`src/recwl_pkg.sv`:
```
`timescale 1ns / 1ps
// ----------------------------------------------------------------------------
// recwl_pkg
// Types and constants shared by the rotary encoder colour wheel LED block.
// ----------------------------------------------------------------------------
package recwl_pkg;

    localparam int POS_W = 8;
    localparam logic signed [POS_W-1:0] POS_MIN = -8'sd99;
    localparam logic signed [POS_W-1:0] POS_MAX = 8'sd99;

    // floor(u * 767 / 198) as (u * WHEEL_MUL) >> WHEEL_SHIFT, exact for u in 0..198
    localparam int WHEEL_SHIFT = 20;
    localparam int WHEEL_MUL_W = 22;
    localparam int WHEEL_PROD_W = 30;
    localparam logic [WHEEL_MUL_W-1:0] WHEEL_MUL = 22'd4061909;
    localparam int WHEEL_IDX_W = 10;

    localparam int GAP_W = 16;
    localparam int TIME_W = 32;
    localparam logic [GAP_W-1:0] GAP_RESET = 16'd50;

    typedef enum logic [1:0] {
        STEP_NONE = 2'd0,
        STEP_CW   = 2'd1,
        STEP_CCW  = 2'd2
    } t_step_dir;

    typedef struct packed {
        logic              clk_level;
        logic              dt_level;
        logic              button_level;
        logic [TIME_W-1:0] now_ms;
    } t_in_item;

    typedef struct packed {
        logic [7:0]              red;
        logic [7:0]              green;
        logic [7:0]              blue;
        logic                    led_on;
        logic signed [POS_W-1:0] position;
        t_step_dir               step_dir;
        logic                    press_seen;
    } t_out_item;

endpackage

```
`src/recwl_wheel.sv`:
```
`timescale 1ns / 1ps
// ----------------------------------------------------------------------------
// recwl_wheel
// Maps a saturated encoder position onto a red-green-blue colour wheel.
// ----------------------------------------------------------------------------
module recwl_wheel
    import recwl_pkg::*;
(
    input  logic signed [POS_W-1:0] i_pos,
    output logic [7:0]              o_red,
    output logic [7:0]              o_green,
    output logic [7:0]              o_blue
);

    logic [POS_W:0]          w_sum;
    logic [POS_W-1:0]        w_offset;
    logic [WHEEL_PROD_W-1:0] w_prod;
    logic [WHEEL_IDX_W-1:0]  w_idx;

    assign w_sum    = {i_pos[POS_W-1], i_pos} - {POS_MIN[POS_W-1], POS_MIN};
    assign w_offset = w_sum[POS_W-1:0];
    assign w_prod   = WHEEL_PROD_W'(w_offset) * WHEEL_PROD_W'(WHEEL_MUL);
    assign w_idx    = w_prod[WHEEL_SHIFT +: WHEEL_IDX_W];

    always_comb begin
        case (w_idx[9:8])
            2'd0: begin
                o_red   = ~w_idx[7:0];
                o_green = w_idx[7:0];
                o_blue  = 8'd0;
            end
            2'd1: begin
                o_red   = 8'd0;
                o_green = ~w_idx[7:0];
                o_blue  = w_idx[7:0];
            end
            2'd2: begin
                o_red   = w_idx[7:0];
                o_green = 8'd0;
                o_blue  = ~w_idx[7:0];
            end
            default: begin
                o_red   = 8'd0;
                o_green = 8'd0;
                o_blue  = 8'd0;
            end
        endcase
    end

endmodule

```
`src/recwl_core.sv`:
```
`timescale 1ns / 1ps
// ----------------------------------------------------------------------------
// recwl_core
// Encoder, button and LED state with the per-item update logic.
// ----------------------------------------------------------------------------
module recwl_core
    import recwl_pkg::*;
(
    input  logic             i_clk,
    input  logic             i_rst_n,
    input  logic             i_fire,
    input  t_in_item         i_item,
    input  logic [GAP_W-1:0] i_press_gap,
    output t_out_item        o_result
);

    logic                    r_last_clk;
    logic signed [POS_W-1:0] r_pos;
    logic [TIME_W-1:0]       r_last_low;
    logic                    r_led;
    logic [7:0]              r_red;
    logic [7:0]              r_green;
    logic [7:0]              r_blue;

    logic signed [POS_W-1:0] n_pos;
    logic [TIME_W-1:0]       n_last_low;
    logic                    n_led;
    logic [7:0]              n_red;
    logic [7:0]              n_green;
    logic [7:0]              n_blue;

    logic                    w_rising;
    logic                    w_press;
    logic                    w_led_rot;
    logic [TIME_W-1:0]       w_elapsed;
    logic [7:0]              w_red;
    logic [7:0]              w_green;
    logic [7:0]              w_blue;
    t_step_dir               w_dir;

    recwl_wheel u_wheel (
        .i_pos   (n_pos),
        .o_red   (w_red),
        .o_green (w_green),
        .o_blue  (w_blue)
    );

    assign w_rising  = i_item.clk_level & ~r_last_clk;
    assign w_elapsed = i_item.now_ms - r_last_low;
    assign w_press   = ~i_item.button_level && (w_elapsed > TIME_W'(i_press_gap));

    always_comb begin
        n_pos = r_pos;
        w_dir = STEP_NONE;
        if (w_rising) begin
            if (i_item.dt_level != i_item.clk_level) begin
                w_dir = STEP_CCW;
                if (r_pos > POS_MIN) begin
                    n_pos = r_pos - 8'sd1;
                end
            end else begin
                w_dir = STEP_CW;
                if (r_pos < POS_MAX) begin
                    n_pos = r_pos + 8'sd1;
                end
            end
        end
    end

    always_comb begin
        w_led_rot = w_rising ? 1'b1 : r_led;
        n_led     = w_led_rot;
        n_red     = w_rising ? w_red : r_red;
        n_green   = w_rising ? w_green : r_green;
        n_blue    = w_rising ? w_blue : r_blue;
        if (w_press) begin
            if (w_led_rot) begin
                n_led   = 1'b0;
                n_red   = 8'd0;
                n_green = 8'd0;
                n_blue  = 8'd0;
            end else begin
                n_led   = 1'b1;
                n_red   = 8'd255;
                n_green = 8'd255;
                n_blue  = 8'd255;
            end
        end
        n_last_low = i_item.button_level ? r_last_low : i_item.now_ms;
    end

    always_ff @(posedge i_clk) begin
        if (!i_rst_n) begin
            r_last_clk <= 1'b1;
            r_pos      <= '0;
            r_last_low <= '0;
            r_led      <= 1'b0;
            r_red      <= '0;
            r_green    <= '0;
            r_blue     <= '0;
        end else if (i_fire) begin
            r_last_clk <= i_item.clk_level;
            r_pos      <= n_pos;
            r_last_low <= n_last_low;
            r_led      <= n_led;
            r_red      <= n_red;
            r_green    <= n_green;
            r_blue     <= n_blue;
        end
    end

    always_comb begin
        o_result.red        = n_red;
        o_result.green      = n_green;
        o_result.blue       = n_blue;
        o_result.led_on     = n_led;
        o_result.position   = n_pos;
        o_result.step_dir   = w_dir;
        o_result.press_seen = w_press;
    end

endmodule

```
`src/rotary_encoder_color_wheel_led.sv`:
```
`timescale 1ns / 1ps
// ----------------------------------------------------------------------------
// rotary_encoder_color_wheel_led
// Rotary encoder and push button poll samples drive a colour wheel LED.
// ----------------------------------------------------------------------------
// channel   direction  handshake                  payload
// in        input      i_in_valid / o_in_ready    i_in_item  (t_in_item)
// out       output     o_out_valid / i_out_ready  o_out_item (t_out_item)
// cfg       input      i_cfg_we                   i_cfg_wdata (press gap, ms)
//
// One item per cycle sustained while the result is not stalled; an accepted item
// passes the input register, then the result register. The path between them
// (position step, one constant multiply, gap compare) is combinational.
// Synchronous active-low reset; the press gap resets to 50 ms.
// A stalled result holds the result register; one more item waits in the
// input register, then o_in_ready drops.
// ----------------------------------------------------------------------------
module rotary_encoder_color_wheel_led
    import recwl_pkg::*;
(
    input  logic             i_clk,
    input  logic             i_rst_n,
    input  logic             i_in_valid,
    output logic             o_in_ready,
    input  t_in_item         i_in_item,
    output logic             o_out_valid,
    input  logic             i_out_ready,
    output t_out_item        o_out_item,
    input  logic             i_cfg_we,
    input  logic [GAP_W-1:0] i_cfg_wdata
);

    logic             r_in_valid;
    t_in_item         r_in_item;
    logic             r_out_valid;
    t_out_item        r_out_item;
    logic [GAP_W-1:0] r_press_gap;

    logic             w_advance;
    logic             w_fire;
    t_out_item        w_result;

    assign w_advance   = ~r_out_valid | i_out_ready;
    assign w_fire      = r_in_valid & w_advance;
    assign o_in_ready  = ~r_in_valid | w_advance;
    assign o_out_valid = r_out_valid;
    assign o_out_item  = r_out_item;

    recwl_core u_core (
        .i_clk       (i_clk),
        .i_rst_n     (i_rst_n),
        .i_fire      (w_fire),
        .i_item      (r_in_item),
        .i_press_gap (r_press_gap),
        .o_result    (w_result)
    );

    always_ff @(posedge i_clk) begin
        if (!i_rst_n) begin
            r_in_valid  <= 1'b0;
            r_out_valid <= 1'b0;
            r_press_gap <= GAP_RESET;
        end else begin
            if (o_in_ready) begin
                r_in_valid <= i_in_valid;
            end
            if (w_advance) begin
                r_out_valid <= r_in_valid;
            end
            if (i_cfg_we) begin
                r_press_gap <= i_cfg_wdata;
            end
        end
    end

    always_ff @(posedge i_clk) begin
        if (i_in_valid && o_in_ready) begin
            r_in_item <= i_in_item;
        end
        if (w_fire) begin
            r_out_item <= w_result;
        end
    end

endmodule

```
`config.mk`:
```
export PLATFORM = sky130hd
export DESIGN_NAME = rotary_encoder_color_wheel_led
export DESIGN_NICKNAME = d
export VERILOG_FILES = /design/src/recwl_pkg.sv /design/src/recwl_wheel.sv /design/src/recwl_core.sv /design/src/rotary_encoder_color_wheel_led.sv
export SDC_FILE = /design/constraint.sdc
export NUM_CORES = 1
export LEC_CHECK = 0
export ABC_AREA = 1
export BUFFER_PORTS_ARGS = -buffer_cell sky130_fd_sc_hd__buf_2
export CORE_AREA = 2 2 116 174
export DETAILED_ROUTE_END_ITERATION = 16
export DIE_AREA = 0 0 118 176
export PLACE_DENSITY = 0.84
export RECOVER_POWER = 50
export SYNTH_ARGS = -nofsm -noshare
export SYNTH_HDL_FRONTEND = slang
export SYNTH_SLANG_ARGS = --single-unit
```
`constraint.sdc`:
```
create_clock -name i_clk -period 10.55 [get_ports i_clk]
set_clock_uncertainty 0.1 [all_clocks]
set_input_delay 1.5825 -clock i_clk [delete_from_list [all_inputs] [get_ports i_clk]]
set_output_delay 1.5825 -clock i_clk [all_outputs]
set_load 0.005 [all_outputs]
```
==> metrics.md, run 1 <==
| Metric | Value |
|---|---|
| Category of cells accounting for the largest share of critical-path delay | `simple AND/OR/NAND/NOR gates` |
| Area growth from synthesis to final layout | `9.30%` |
| First-pass GRT wire length | `50.2 mm` |
| Later-pin clock latency in the skew report | `0.44 ns` |
| Relative slew slack | `-0.216` |
| HPWL reported at the end of detailed placement | `24.3 mm` |
| GR Overflow Total | `0` |
| Number of setup violations in the final report | `0` |
| Endpoint type of the worst setup path | `register` |
| Cell depth of the worst flop-to-flop path | `40` |
| Initial antenna violation count | `0` |
| Chip height | `176 um` |
| Number of cells upsized or downsized after cts | `0` |
| Post-Synth Simple-Gate Area | `0.235` |
| Die boundary width | `118 um` |
| Data arrival time of the worst path | `8.97 ns` |
| Tmin final | `8.90 ns` |
| Antenna violation net count after detailed routing | `0` |
| Post-synth EDFFs | `71` |
| Max Slew Vio Count | `117` |
| Number of levels the H-tree was split into | `4` |
| Worst-path maximum fanout | `31` |
| Count of buffering cells on the critical path with inverters included | `10` |
| CTS tree | `yes` |
| Routability congestion estimate from global placement | `0.966` |
| Cell area after technology mapping | `0.0122 sq mm` |
| Setup CP Type | `reg2reg` |
| Violations in the final reports | `capacitance limit, slew limit` |
| Commonest register cell after synthesis | `sky130_fd_sc_hd__dfxtp_1` |
| WHS Path Cells | `2` |
| Class of the most critical hold timing path | `reg2reg` |
| Placeable Area | `0.0192 sq mm` |
| Required arrival time at the worst endpoint | `10.61 ns` |
| Number of top-level pins | `94` |
| Antenna diode count | `0` |
| Die outline area | `0.0208 sq mm` |
| Cell with the largest stage delay on the worst path | `sky130_fd_sc_hd__inv_1` |
| Average vias per placed instance | `5.50` |
| Setup repair bufs after CTS | `0` |
| Number of buffers added by the clock tree synthesis step | `17` |
| Clock-pin slew on the worst setup and hold paths | `0.06 ns` |
| Hold Violations, Final | `0` |
| Total of fill cells in the finished design | `1665` |
| Post-Synthesis Cells | `1613` |
| Crit path depth | `40` |
| Effective utilization at floorplan | `0.639` |
| DR iter-0 viols | `593` |
| Ratio of cells with drive above 1 in the final layout | `0.0941` |
| Share of the synthesized area in compound gates (AO/OA/AOI/OAI) | `0.116` |
| Area share of fa/ha/maj cells after synthesis | `0.203` |
| Net total in the final layout | `1910` |
| Largest incremental delay on the critical path | `0.98 ns` |
| Largest family of logic cells by synthesized area | `simple AND/OR/NAND/NOR gates` |
| Portion of the clock cycle consumed by the worst path in the final layout | `0.844` |
| Longest Clk Path Bufs | `2` |
| Area share of the largest cell type after synthesis | `0.174` |
| Sequential area share after synthesis | `0.312` |
| Wirelength per Cell | `15.7 um` |
| Highest attainable clock frequency | `0.112 GHz` |
| Row Count | `62` |
| Count of state elements after synthesis | `155` |
| Cell at the root of the clock tree | `sky130_fd_sc_hd__clkbuf_16` |
| Number of remaining DRC errors | `0` |
| Synthesized-area fraction occupied by xor and xnor cells | `0.0321` |
| Number of global-route vias before repair | `10900` |
| Number of distinct library cells after synthesis | `43` |
| First-pass iteration count of the detailed router | `5` |
| Post-CTS Hold Fix Bufs | `0` |
| Status | `complete, but fails checks` |
| Syn nets | `1835` |
| Number of max-capacitance violations reported | `3` |
| PortBufs | `93` |
| Post-detailed-routing wire length | `30.7 mm` |
| Detailed-route via count | `10800` |
| Global Route Usage Sum | `0.304` |
| Yosys warning total | `0` |
| Total negative setup slack | `0 ns` |
| Synth area leader | `sky130_fd_sc_hd__edfxtp_1` |
| Unrepaired setup endpoints after global routing | `false` |
| Synthesized area divided by synthesized cell count | `7.59 sq um` |
| Share of flip-flops with an asynchronous set or reset after synthesis | `0` |
| Worst Max-Slew Pin Slew | `1.82 ns` |
| Leading cell types by total area after synthesis | `sky130_fd_sc_hd__edfxtp_1 17%, sky130_fd_sc_hd__dfxtp_1 14%, sky130_fd_sc_hd__nand2_1 11%, sky130_fd_sc_hd__ha_1 11%, sky130_fd_sc_hd__fa_1 9.0%` |
| Kind of launch point of the worst setup path | `register` |
| Most prevalent standard cell on the critical path | `sky130_fd_sc_hd__nand2_1` |
| Clk sink count | `155` |
| Pin count of the biggest net entering global routing | `95` |
| Post-synthesis mux area share | `0` |
-- synth_stat cells, types with 6 or more instances --
cell type and n:
sky130_fd_sc_hd__nand2_1 372, sky130_fd_sc_hd__inv_2 14, sky130_fd_sc_hd__clkbuf_1 26, sky130_fd_sc_hd__nand2_2 17
sky130_fd_sc_hd__a21oi_1 123, sky130_fd_sc_hd__ha_1 111, sky130_fd_sc_hd__nand4_1 10, sky130_fd_sc_hd__nor3_1 11
sky130_fd_sc_hd__a21o_1 8, sky130_fd_sc_hd__inv_1 262, sky130_fd_sc_hd__edfxtp_1 71, sky130_fd_sc_hd__nand3_1 102
sky130_fd_sc_hd__o21ai_0 84, sky130_fd_sc_hd__xor2_1 27, sky130_fd_sc_hd__a31oi_1 7, sky130_fd_sc_hd__nor2_1 129
sky130_fd_sc_hd__o211ai_1 6, sky130_fd_sc_hd__nand3_2 9, sky130_fd_sc_hd__dfxtp_1 84, sky130_fd_sc_hd__o21ai_1 6
sky130_fd_sc_hd__fa_1 55, sky130_fd_sc_hd__xnor2_1 16, sky130_fd_sc_hd__buf_2 11
-- placed cells by master, fill, tap and decap left out, drive strengths merged, types with 10 or more instances in the layout --
cell type  count
nand3        114
nand4         10
clkinv        11
o21ai         90
inv          278
nor2         133
fa            55
edfxtp        71
buf           81
nand2        392
xor2          27
xnor2         17
dfxtp         84
ha           111
nor3          11
a21oi        125
clkbuf        35
-- through the flow --
| stage | setup slack, ns | hold WS, ns | cell area (sq um) | cells | utilization |
|---|---|---|---|---|---|
| global placement | 2.24 | 0.342 | 12900 | 1925 | 0.671 |
| global route | 0.866 | 0.382 | 13400 | 1957 | 0.698 |
| finish | 1.65 | 0.359 | 13400 | 1957 | 0.698 |
| floorplan | 3.58 | 0.333 | 12200 | 1613 | - |
| CTS | 1.91 | 0.360 | 13400 | 1957 | 0.700 |
| detailed placement | 1.96 | 0.351 | 12900 | 1925 | 0.671 |
-- worst register-to-register path: cells and delay by family, from the launching register on --
family | cells | cell delay (ns)
DFF | 1 | 0.41
and+or+nand+nor | 23 | 3.29
AOI/OAI and AO/OA | 1 | 0.17
adders and majority gates | 6 | 2.92
buffers and inverters | 10 | 1.77
-- cells by family (layout without fill, tap and decap cells) --
logic type,after synthesis,count (layout)
fa+ha+maj,166,166
flops,155,155
buf+inv,321,409
compound gates,259,259
xor+xnor,44,44
simple gates,668,668
-- flip-flops by register name, indices dropped and copies added (netlist names), 8 cells and up --
signal             count
o_out_item            36
r_in_item             35
r_press_gap           16
u_core.r_blue          8
u_core.r_green         8
u_core.r_last_low     32
u_core.r_pos           8
u_core.r_red           8
-- cell type report --
| class | count | area, sq um | area share |
|---|---|---|---|
| flip-flops and latches | 155 | 3810 | 0.285 |
| clock buffers | 18 | 429 | 0.0321 |
| repair buffers | 98 | 474 | 0.0354 |
| multi-input cells | 1137 | 7170 | 0.536 |
| inverters | 279 | 1050 | 0.0784 |
| clock inverters | 14 | 124 | 0.00926 |
| well taps | 256 | 320 | 0.0239 |
-- path summary, 6_finish.rpt --
| path | endpoint | start | slack, ns |
|---|---|---|---|
| min reg2reg | u_core.r_last_low[23] | u_core.r_last_low[23] | 0.36 |
| max | o_out_item[24] | r_in_item[34] | 1.65 |
| min | u_core.r_last_low[23] | u_core.r_last_low[23] | 0.36 |
| max reg2reg | o_out_item[24] | r_in_item[34] | 1.65 |
-- layer usage --
metal / part of all wire / global-route usage / vias up
met3: 0.029 / 0.0397 / 108
met1: 0.37 / 0.301 / 5024
met4: 0.064 / 0.189 / 0
li1: - / - / 5347
met5: 0 / 0 / -
met2: 0.54 / 0.593 / 279
Power of run 1 is not shown: default switching activity piles up to over one toggle a cycle in this logic, so the estimate is an artifact.
==> run 2, diff against run 1 <==
--- a/config.mk
+++ b/config.mk
@@ -7,10 +7,10 @@
 export LEC_CHECK = 0
 export ABC_AREA = 1
 export BUFFER_PORTS_ARGS = -buffer_cell sky130_fd_sc_hd__buf_2
-export CORE_AREA = 2 2 116 174
+export CORE_AREA = 2 2 118 178
 export DETAILED_ROUTE_END_ITERATION = 16
-export DIE_AREA = 0 0 118 176
-export PLACE_DENSITY = 0.84
+export DIE_AREA = 0 0 120 180
+export PLACE_DENSITY = 0.81
 export RECOVER_POWER = 50
 export SYNTH_ARGS = -nofsm -noshare
 export SYNTH_HDL_FRONTEND = slang
==> constraint.sdc (replaced) <==
create_clock -name i_clk -period 9 [get_ports i_clk]
set_clock_uncertainty 0.1 [all_clocks]
set_input_delay 1.35 -clock i_clk [delete_from_list [all_inputs] [get_ports i_clk]]
set_output_delay 1.35 -clock i_clk [all_outputs]
set_load 0.005 [all_outputs]
==> run 2 against run 1 <==
Non-clock buffer count unchanged. Flip-flop and latch count unchanged. Routed wire length increased by 0.71%. Clock-buffer cell count rose by 5. Register-to-register slack lost 0.48 ns. Via count down 0.59%. Die area rose by 4.0%. Cell count rose by 0.41%. Setup slack lost 0.48 ns. The flow still finishes with violations (capacitance limit, slew limit).
==> metrics.md, run 2 (same netlist as run 1, synthesis figures left out) <==
| Metric | Value |
|---|---|
| Status | `complete, but fails checks` |
| Violations in the final reports | `capacitance limit, slew limit` |
| Top library cells by usage in the layout, fill and taps aside | `376 x sky130_fd_sc_hd__nand2_1, 263 x sky130_fd_sc_hd__inv_1, 129 x sky130_fd_sc_hd__nor2_1, 123 x sky130_fd_sc_hd__a21oi_1, 111 x sky130_fd_sc_hd__ha_1` |
| Unrepaired setup endpoints after global routing | `false` |
| Final Instance Count excl. Fillers | `1965` |
| Number of global-route vias before repair | `10600` |
| Most common library cell in the layout ignoring fill and taps | `sky130_fd_sc_hd__nand2_1` |
| Net total in the final layout | `1910` |
| Highest attainable clock frequency | `0.128 GHz` |
| Setup repair bufs after CTS | `0` |
| First element of the critical path | `r_in_item[34]` |
| Placeable Area | `0.0201 sq mm` |
| Later-pin clock latency in the skew report | `0.44 ns` |
| Die boundary width | `120 um` |
| Hold slack | `0.355 ns` |
| Relative slew slack | `-0.279` |
| Effective utilization at floorplan | `0.609` |
| Data arrival time of the worst path | `7.89 ns` |
| Area growth from synthesis to final layout | `9.29%` |
| Worst reg2reg startpoint | `r_in_item[34]` |
| Pin count of the biggest net entering global routing | `95` |
| GR Overflow Total | `0` |
| Antenna violation net count after detailed routing | `0` |
| Max Slew Vio Count | `121` |
| Average vias per placed instance | `5.44` |
| Clock-pin slew on the worst setup and hold paths | `0.06 ns` |
| Cell at the root of the clock tree | `sky130_fd_sc_hd__clkbuf_16` |
| Portion of the clock cycle consumed by the worst path in the final layout | `0.871` |
| Required arrival time at the worst endpoint | `9.06 ns` |
| Register-to-register setup slack | `1.16 ns` |
| Tmin final | `7.84 ns` |
| Endpoint type of the worst setup path | `register` |
| Capturing point of the worst reg2reg path | `o_out_item[31]` |
| Detailed-route via count | `10700` |
| Number of cells upsized or downsized after cts | `0` |
| Number of top-level pins | `94` |
| Category of cells accounting for the largest share of critical-path delay | `adder cells` |
| Cell depth of the worst flop-to-flop path | `41` |
| CTS tree | `yes` |
| Worst Max-Slew Pin Slew | `1.92 ns` |
| End point of the critical path | `o_out_item[31]` |
| WHS Path Cells | `2` |
| Class of the most critical hold timing path | `reg2reg` |
| Wirelength per Cell | `15.7 um` |
| DR iter-0 viols | `548` |
| Ratio of cells with drive above 1 in the final layout | `0.0899` |
| Global Route Usage Sum | `0.293` |
| Number of remaining DRC errors | `0` |
| PortBufs | `93` |
| Longest Clk Path Bufs | `2` |
| Worst-path maximum fanout | `31` |
| Kind of launch point of the worst setup path | `register` |
| Setup CP Type | `reg2reg` |
| Number of buffers added by the clock tree synthesis step | `17` |
| Row Count | `64` |
| Routability congestion estimate from global placement | `0.969` |
| Post-CTS Hold Fix Bufs | `0` |
| First-pass GRT wire length | `50.1 mm` |
| Antenna diode count | `0` |
| Count of buffering cells on the critical path with inverters included | `11` |
| Largest incremental delay on the critical path | `0.63 ns` |
| Chip height | `180 um` |
| HPWL reported at the end of detailed placement | `24.4 mm` |
| First-pass iteration count of the detailed router | `5` |
| Number of setup violations in the final report | `0` |
| Initial antenna violation count | `0` |
| Number of max-capacitance violations reported | `3` |
| Total negative setup slack | `0 ns` |
| Most prevalent standard cell on the critical path | `sky130_fd_sc_hd__nand2_1` |
| Die outline area | `0.0216 sq mm` |
| Cell with the largest stage delay on the worst path | `sky130_fd_sc_hd__fa_1` |
| Hold Violations, Final | `0` |
| Post-detailed-routing wire length | `30.9 mm` |
| Clk sink count | `155` |
| Number of levels the H-tree was split into | `4` |
| Placed insts | `1933` |
| Crit path depth | `41` |
| Flip-flop count of the largest register after layout | `36` |
run 2: cell count changes in the layout (fill, tap and decap cells not counted), sizes merged:
cell	change
clkbuf	+10
buf	-5
clkinv	-5
clkinvlp	+1
inv	-1
run 2: layer usage:
metal	wire length (um)	GRT usage	vias to the layer above
met1	11100	0.293	4913
met2	16500	0.548	332
li1	-	-	5342
met4	1990	0.188	0
met3	1320	0.0485	108
met5	0	0	-
run 2: area by class of cell:
class,count,area (sq um)
multi-input combinational,1137,7160
fill,1776,6720
sequential,155,3810
inverter,279,1050
timing repair buffer,98,470
clock buffer,23,458
tap,264,330
clock inverter,9,91.3
run 2: worst register-to-register path: cells and delay by family, from the launching register on:
family,cells,cell delay [ns]
simple gates,24,2.77
flops,1,0.45
fa+ha+maj,6,2.87
buf+inv,11,1.39
run 2: worst min-delay path by stage:
stage,from,end
6_report,u_core.r_last_low[23],u_core.r_last_low[23]
2_1_floorplan,u_core.r_last_low[10],u_core.r_last_low[10]
5_1_grt,u_core.r_last_low[21],u_core.r_last_low[21]
4_1_cts,u_core.r_last_low[29],u_core.r_last_low[29]
3_3_place_gp,u_core.r_last_low[8],u_core.r_last_low[8]
3_5_place_dp,u_core.r_last_low[29],u_core.r_last_low[29]
run 2: stage by stage:
step | instance area, sq um | setup slack (ns) | util
2_1_floorplan | 12200 | 2.03 | -
3_3_place_gp | 12900 | 1.47 | 0.640
3_5_place_dp | 12900 | 1.25 | 0.640
4_1_cts | 13400 | 1.23 | 0.668
5_1_grt | 13400 | 0.417 | 0.666
6_report | 13400 | 1.16 | 0.666
Power of run 2 is left out for the same reason.
==> run 3, diff against run 2 <==
--- a/config.mk
+++ b/config.mk
@@ -8,6 +8,7 @@
 export ABC_AREA = 1
 export BUFFER_PORTS_ARGS = -buffer_cell sky130_fd_sc_hd__buf_2
 export CORE_AREA = 2 2 118 178
+export CTS_BUF_LIST = sky130_fd_sc_hd__clkbuf_16
 export DETAILED_ROUTE_END_ITERATION = 16
 export DIE_AREA = 0 0 120 180
 export PLACE_DENSITY = 0.81
==> run 3 against run 2 <==
The run still ends with capacitance limit, slew limit left. Die area is the same. Cell count is the same. Critical endpoint unchanged. Critical path depth is the same. Core utilization is essentially flat. First-iteration DRC count grew 11%. Clock-buffer cell count shrank 6. Setup slack gained 0.046 ns. Register-to-register slack gained 0.05 ns.
==> metrics.md, run 3 (same netlist as run 1, synthesis figures left out) <==
| Metric | Value |
|---|---|
| Pin count of the biggest net entering global routing | `95` |
| Number of cells upsized or downsized after cts | `0` |
| Later-pin clock latency in the skew report | `0.44 ns` |
| Portion of the clock cycle consumed by the worst path in the final layout | `0.866` |
| Endpoint type of the worst setup path | `register` |
| Design Area, Final | `0.0134 sq mm` |
| Max Slew Vio Count | `121` |
| First-pass GRT wire length | `50.5 mm` |
| Global Route Usage Sum | `0.295` |
| Placeable Area | `0.0201 sq mm` |
| Number of buffers added by the clock tree synthesis step | `17` |
| Cell with the largest stage delay on the worst path | `sky130_fd_sc_hd__fa_1` |
| Status | `complete, but fails checks` |
| Post-detailed-routing wire length | `31.0 mm` |
| Cell at the root of the clock tree | `sky130_fd_sc_hd__clkbuf_16` |
| Number of remaining DRC errors | `0` |
| Storage cell area | `0.00381 sq mm` |
| Wirelength per Cell | `15.8 um` |
| Worst setup slack before clock tree synthesis | `1.25 ns` |
| Class of the most critical hold timing path | `reg2reg` |
| First-pass iteration count of the detailed router | `7` |
| Worst Max-Slew Pin Slew | `1.94 ns` |
| DR iter-0 viols | `607` |
| Antenna violation net count after detailed routing | `0` |
| Number of top-level pins | `94` |
| Detailed-route via count | `10700` |
| PortBufs | `93` |
| Hold Violations, Final | `0` |
| Tmin final | `7.79 ns` |
| Net total in the final layout | `1910` |
| Final standard cell utilization of the core | `0.665` |
| Die outline area | `0.0216 sq mm` |
| HPWL reported at the end of detailed placement | `24.4 mm` |
| Required arrival time at the worst endpoint | `9.06 ns` |
| Clk sink count | `155` |
| Placed inst area | `0.0129 sq mm` |
| Multi-input gate area | `0.00716 sq mm` |
| GR Overflow Total | `0` |
| Antenna diode count | `0` |
| Area growth from synthesis to final layout | `9.21%` |
| Flip-flop count of the largest register after layout | `36` |
| Die boundary width | `120 um` |
| Most prevalent standard cell on the critical path | `sky130_fd_sc_hd__nand2_1` |
| Setup CP Type | `reg2reg` |
| Average vias per placed instance | `5.45` |
| Top library cells by usage in the layout, fill and taps aside | `376 x sky130_fd_sc_hd__nand2_1, 268 x sky130_fd_sc_hd__inv_1, 129 x sky130_fd_sc_hd__nor2_1, 123 x sky130_fd_sc_hd__a21oi_1, 111 x sky130_fd_sc_hd__ha_1` |
| Longest Clk Path Bufs | `2` |
| CTS tree | `yes` |
| Routability congestion estimate from global placement | `0.969` |
| Relative slew slack | `-0.295` |
| Clock-pin slew on the worst setup and hold paths | `0.06 ns` |
| Post-CTS Hold Fix Bufs | `0` |
| Most common library cell in the layout ignoring fill and taps | `sky130_fd_sc_hd__nand2_1` |
| Largest incremental delay on the critical path | `0.63 ns` |
| Highest attainable clock frequency | `0.128 GHz` |
| Worst-path maximum fanout | `31` |
| Number of setup violations in the final report | `0` |
| Data arrival time of the worst path | `7.85 ns` |
| Effective utilization at floorplan | `0.609` |
| Unrepaired setup endpoints after global routing | `false` |
| Number of levels the H-tree was split into | `4` |
| Total negative setup slack | `0 ns` |
| Kind of launch point of the worst setup path | `register` |
| Number of global-route vias before repair | `10700` |
| Number of max-capacitance violations reported | `3` |
| Setup ws final | `1.21 ns` |
| Ratio of cells with drive above 1 in the final layout | `0.0894` |
| Initial antenna violation count | `0` |
| Chip height | `180 um` |
| Row Count | `64` |
| Violations in the final reports | `capacitance limit, slew limit` |
| Total of fill cells in the finished design | `1777` |
| Setup repair bufs after CTS | `0` |
-- run 3: final timing paths --
path                         startpoint               endpoint  slack (ns)  cells after the start
setup / recovery          r_in_item[34]         o_out_item[31]        1.21                     41
hold / removal    u_core.r_last_low[23]  u_core.r_last_low[23]        0.36                      2
setup reg to reg          r_in_item[34]         o_out_item[31]        1.21                     41
hold reg to reg   u_core.r_last_low[23]  u_core.r_last_low[23]        0.36                      2
-- run 3: per-stage QoR --
| step | instances | hold WS [ns] |
|---|---|---|
| 4_1_cts | 1965 | 0.360 |
| 3_5_place_dp | 1933 | 0.351 |
| 2_1_floorplan | 1613 | 0.333 |
| 5_1_grt | 1965 | 0.375 |
| 6_report | 1965 | 0.355 |
| 3_3_place_gp | 1933 | 0.344 |
-- run 3: layer usage --
layer,track usage,up-vias,wire length (um)
met1,0.300,4967,11200
li1,-,5340,-
met2,0.556,319,16800
met4,0.172,0,1760
met3,0.0441,91,1270
met5,0,-,0
-- run 3: area by class of cell --
type,count,share of cell area
clock buffers,17,0.0318
clock inverters,15,0.00852
inverters,279,0.0784
repair buffers,98,0.0352
multi-input cells,1137,0.536
flip-flops and latches,155,0.285
well taps,264,0.0247
-- run 3: worst max-delay path: cells and delay by family, from the launching register on --
family                   cells  cell delay [ns]
flip-flops                   1             0.44
buffers and inverters       11             1.37
adder cells (fa/ha/maj)      6             2.86
AND/OR/NAND/NOR             24             2.74
Power of run 3 is left out for the same reason.
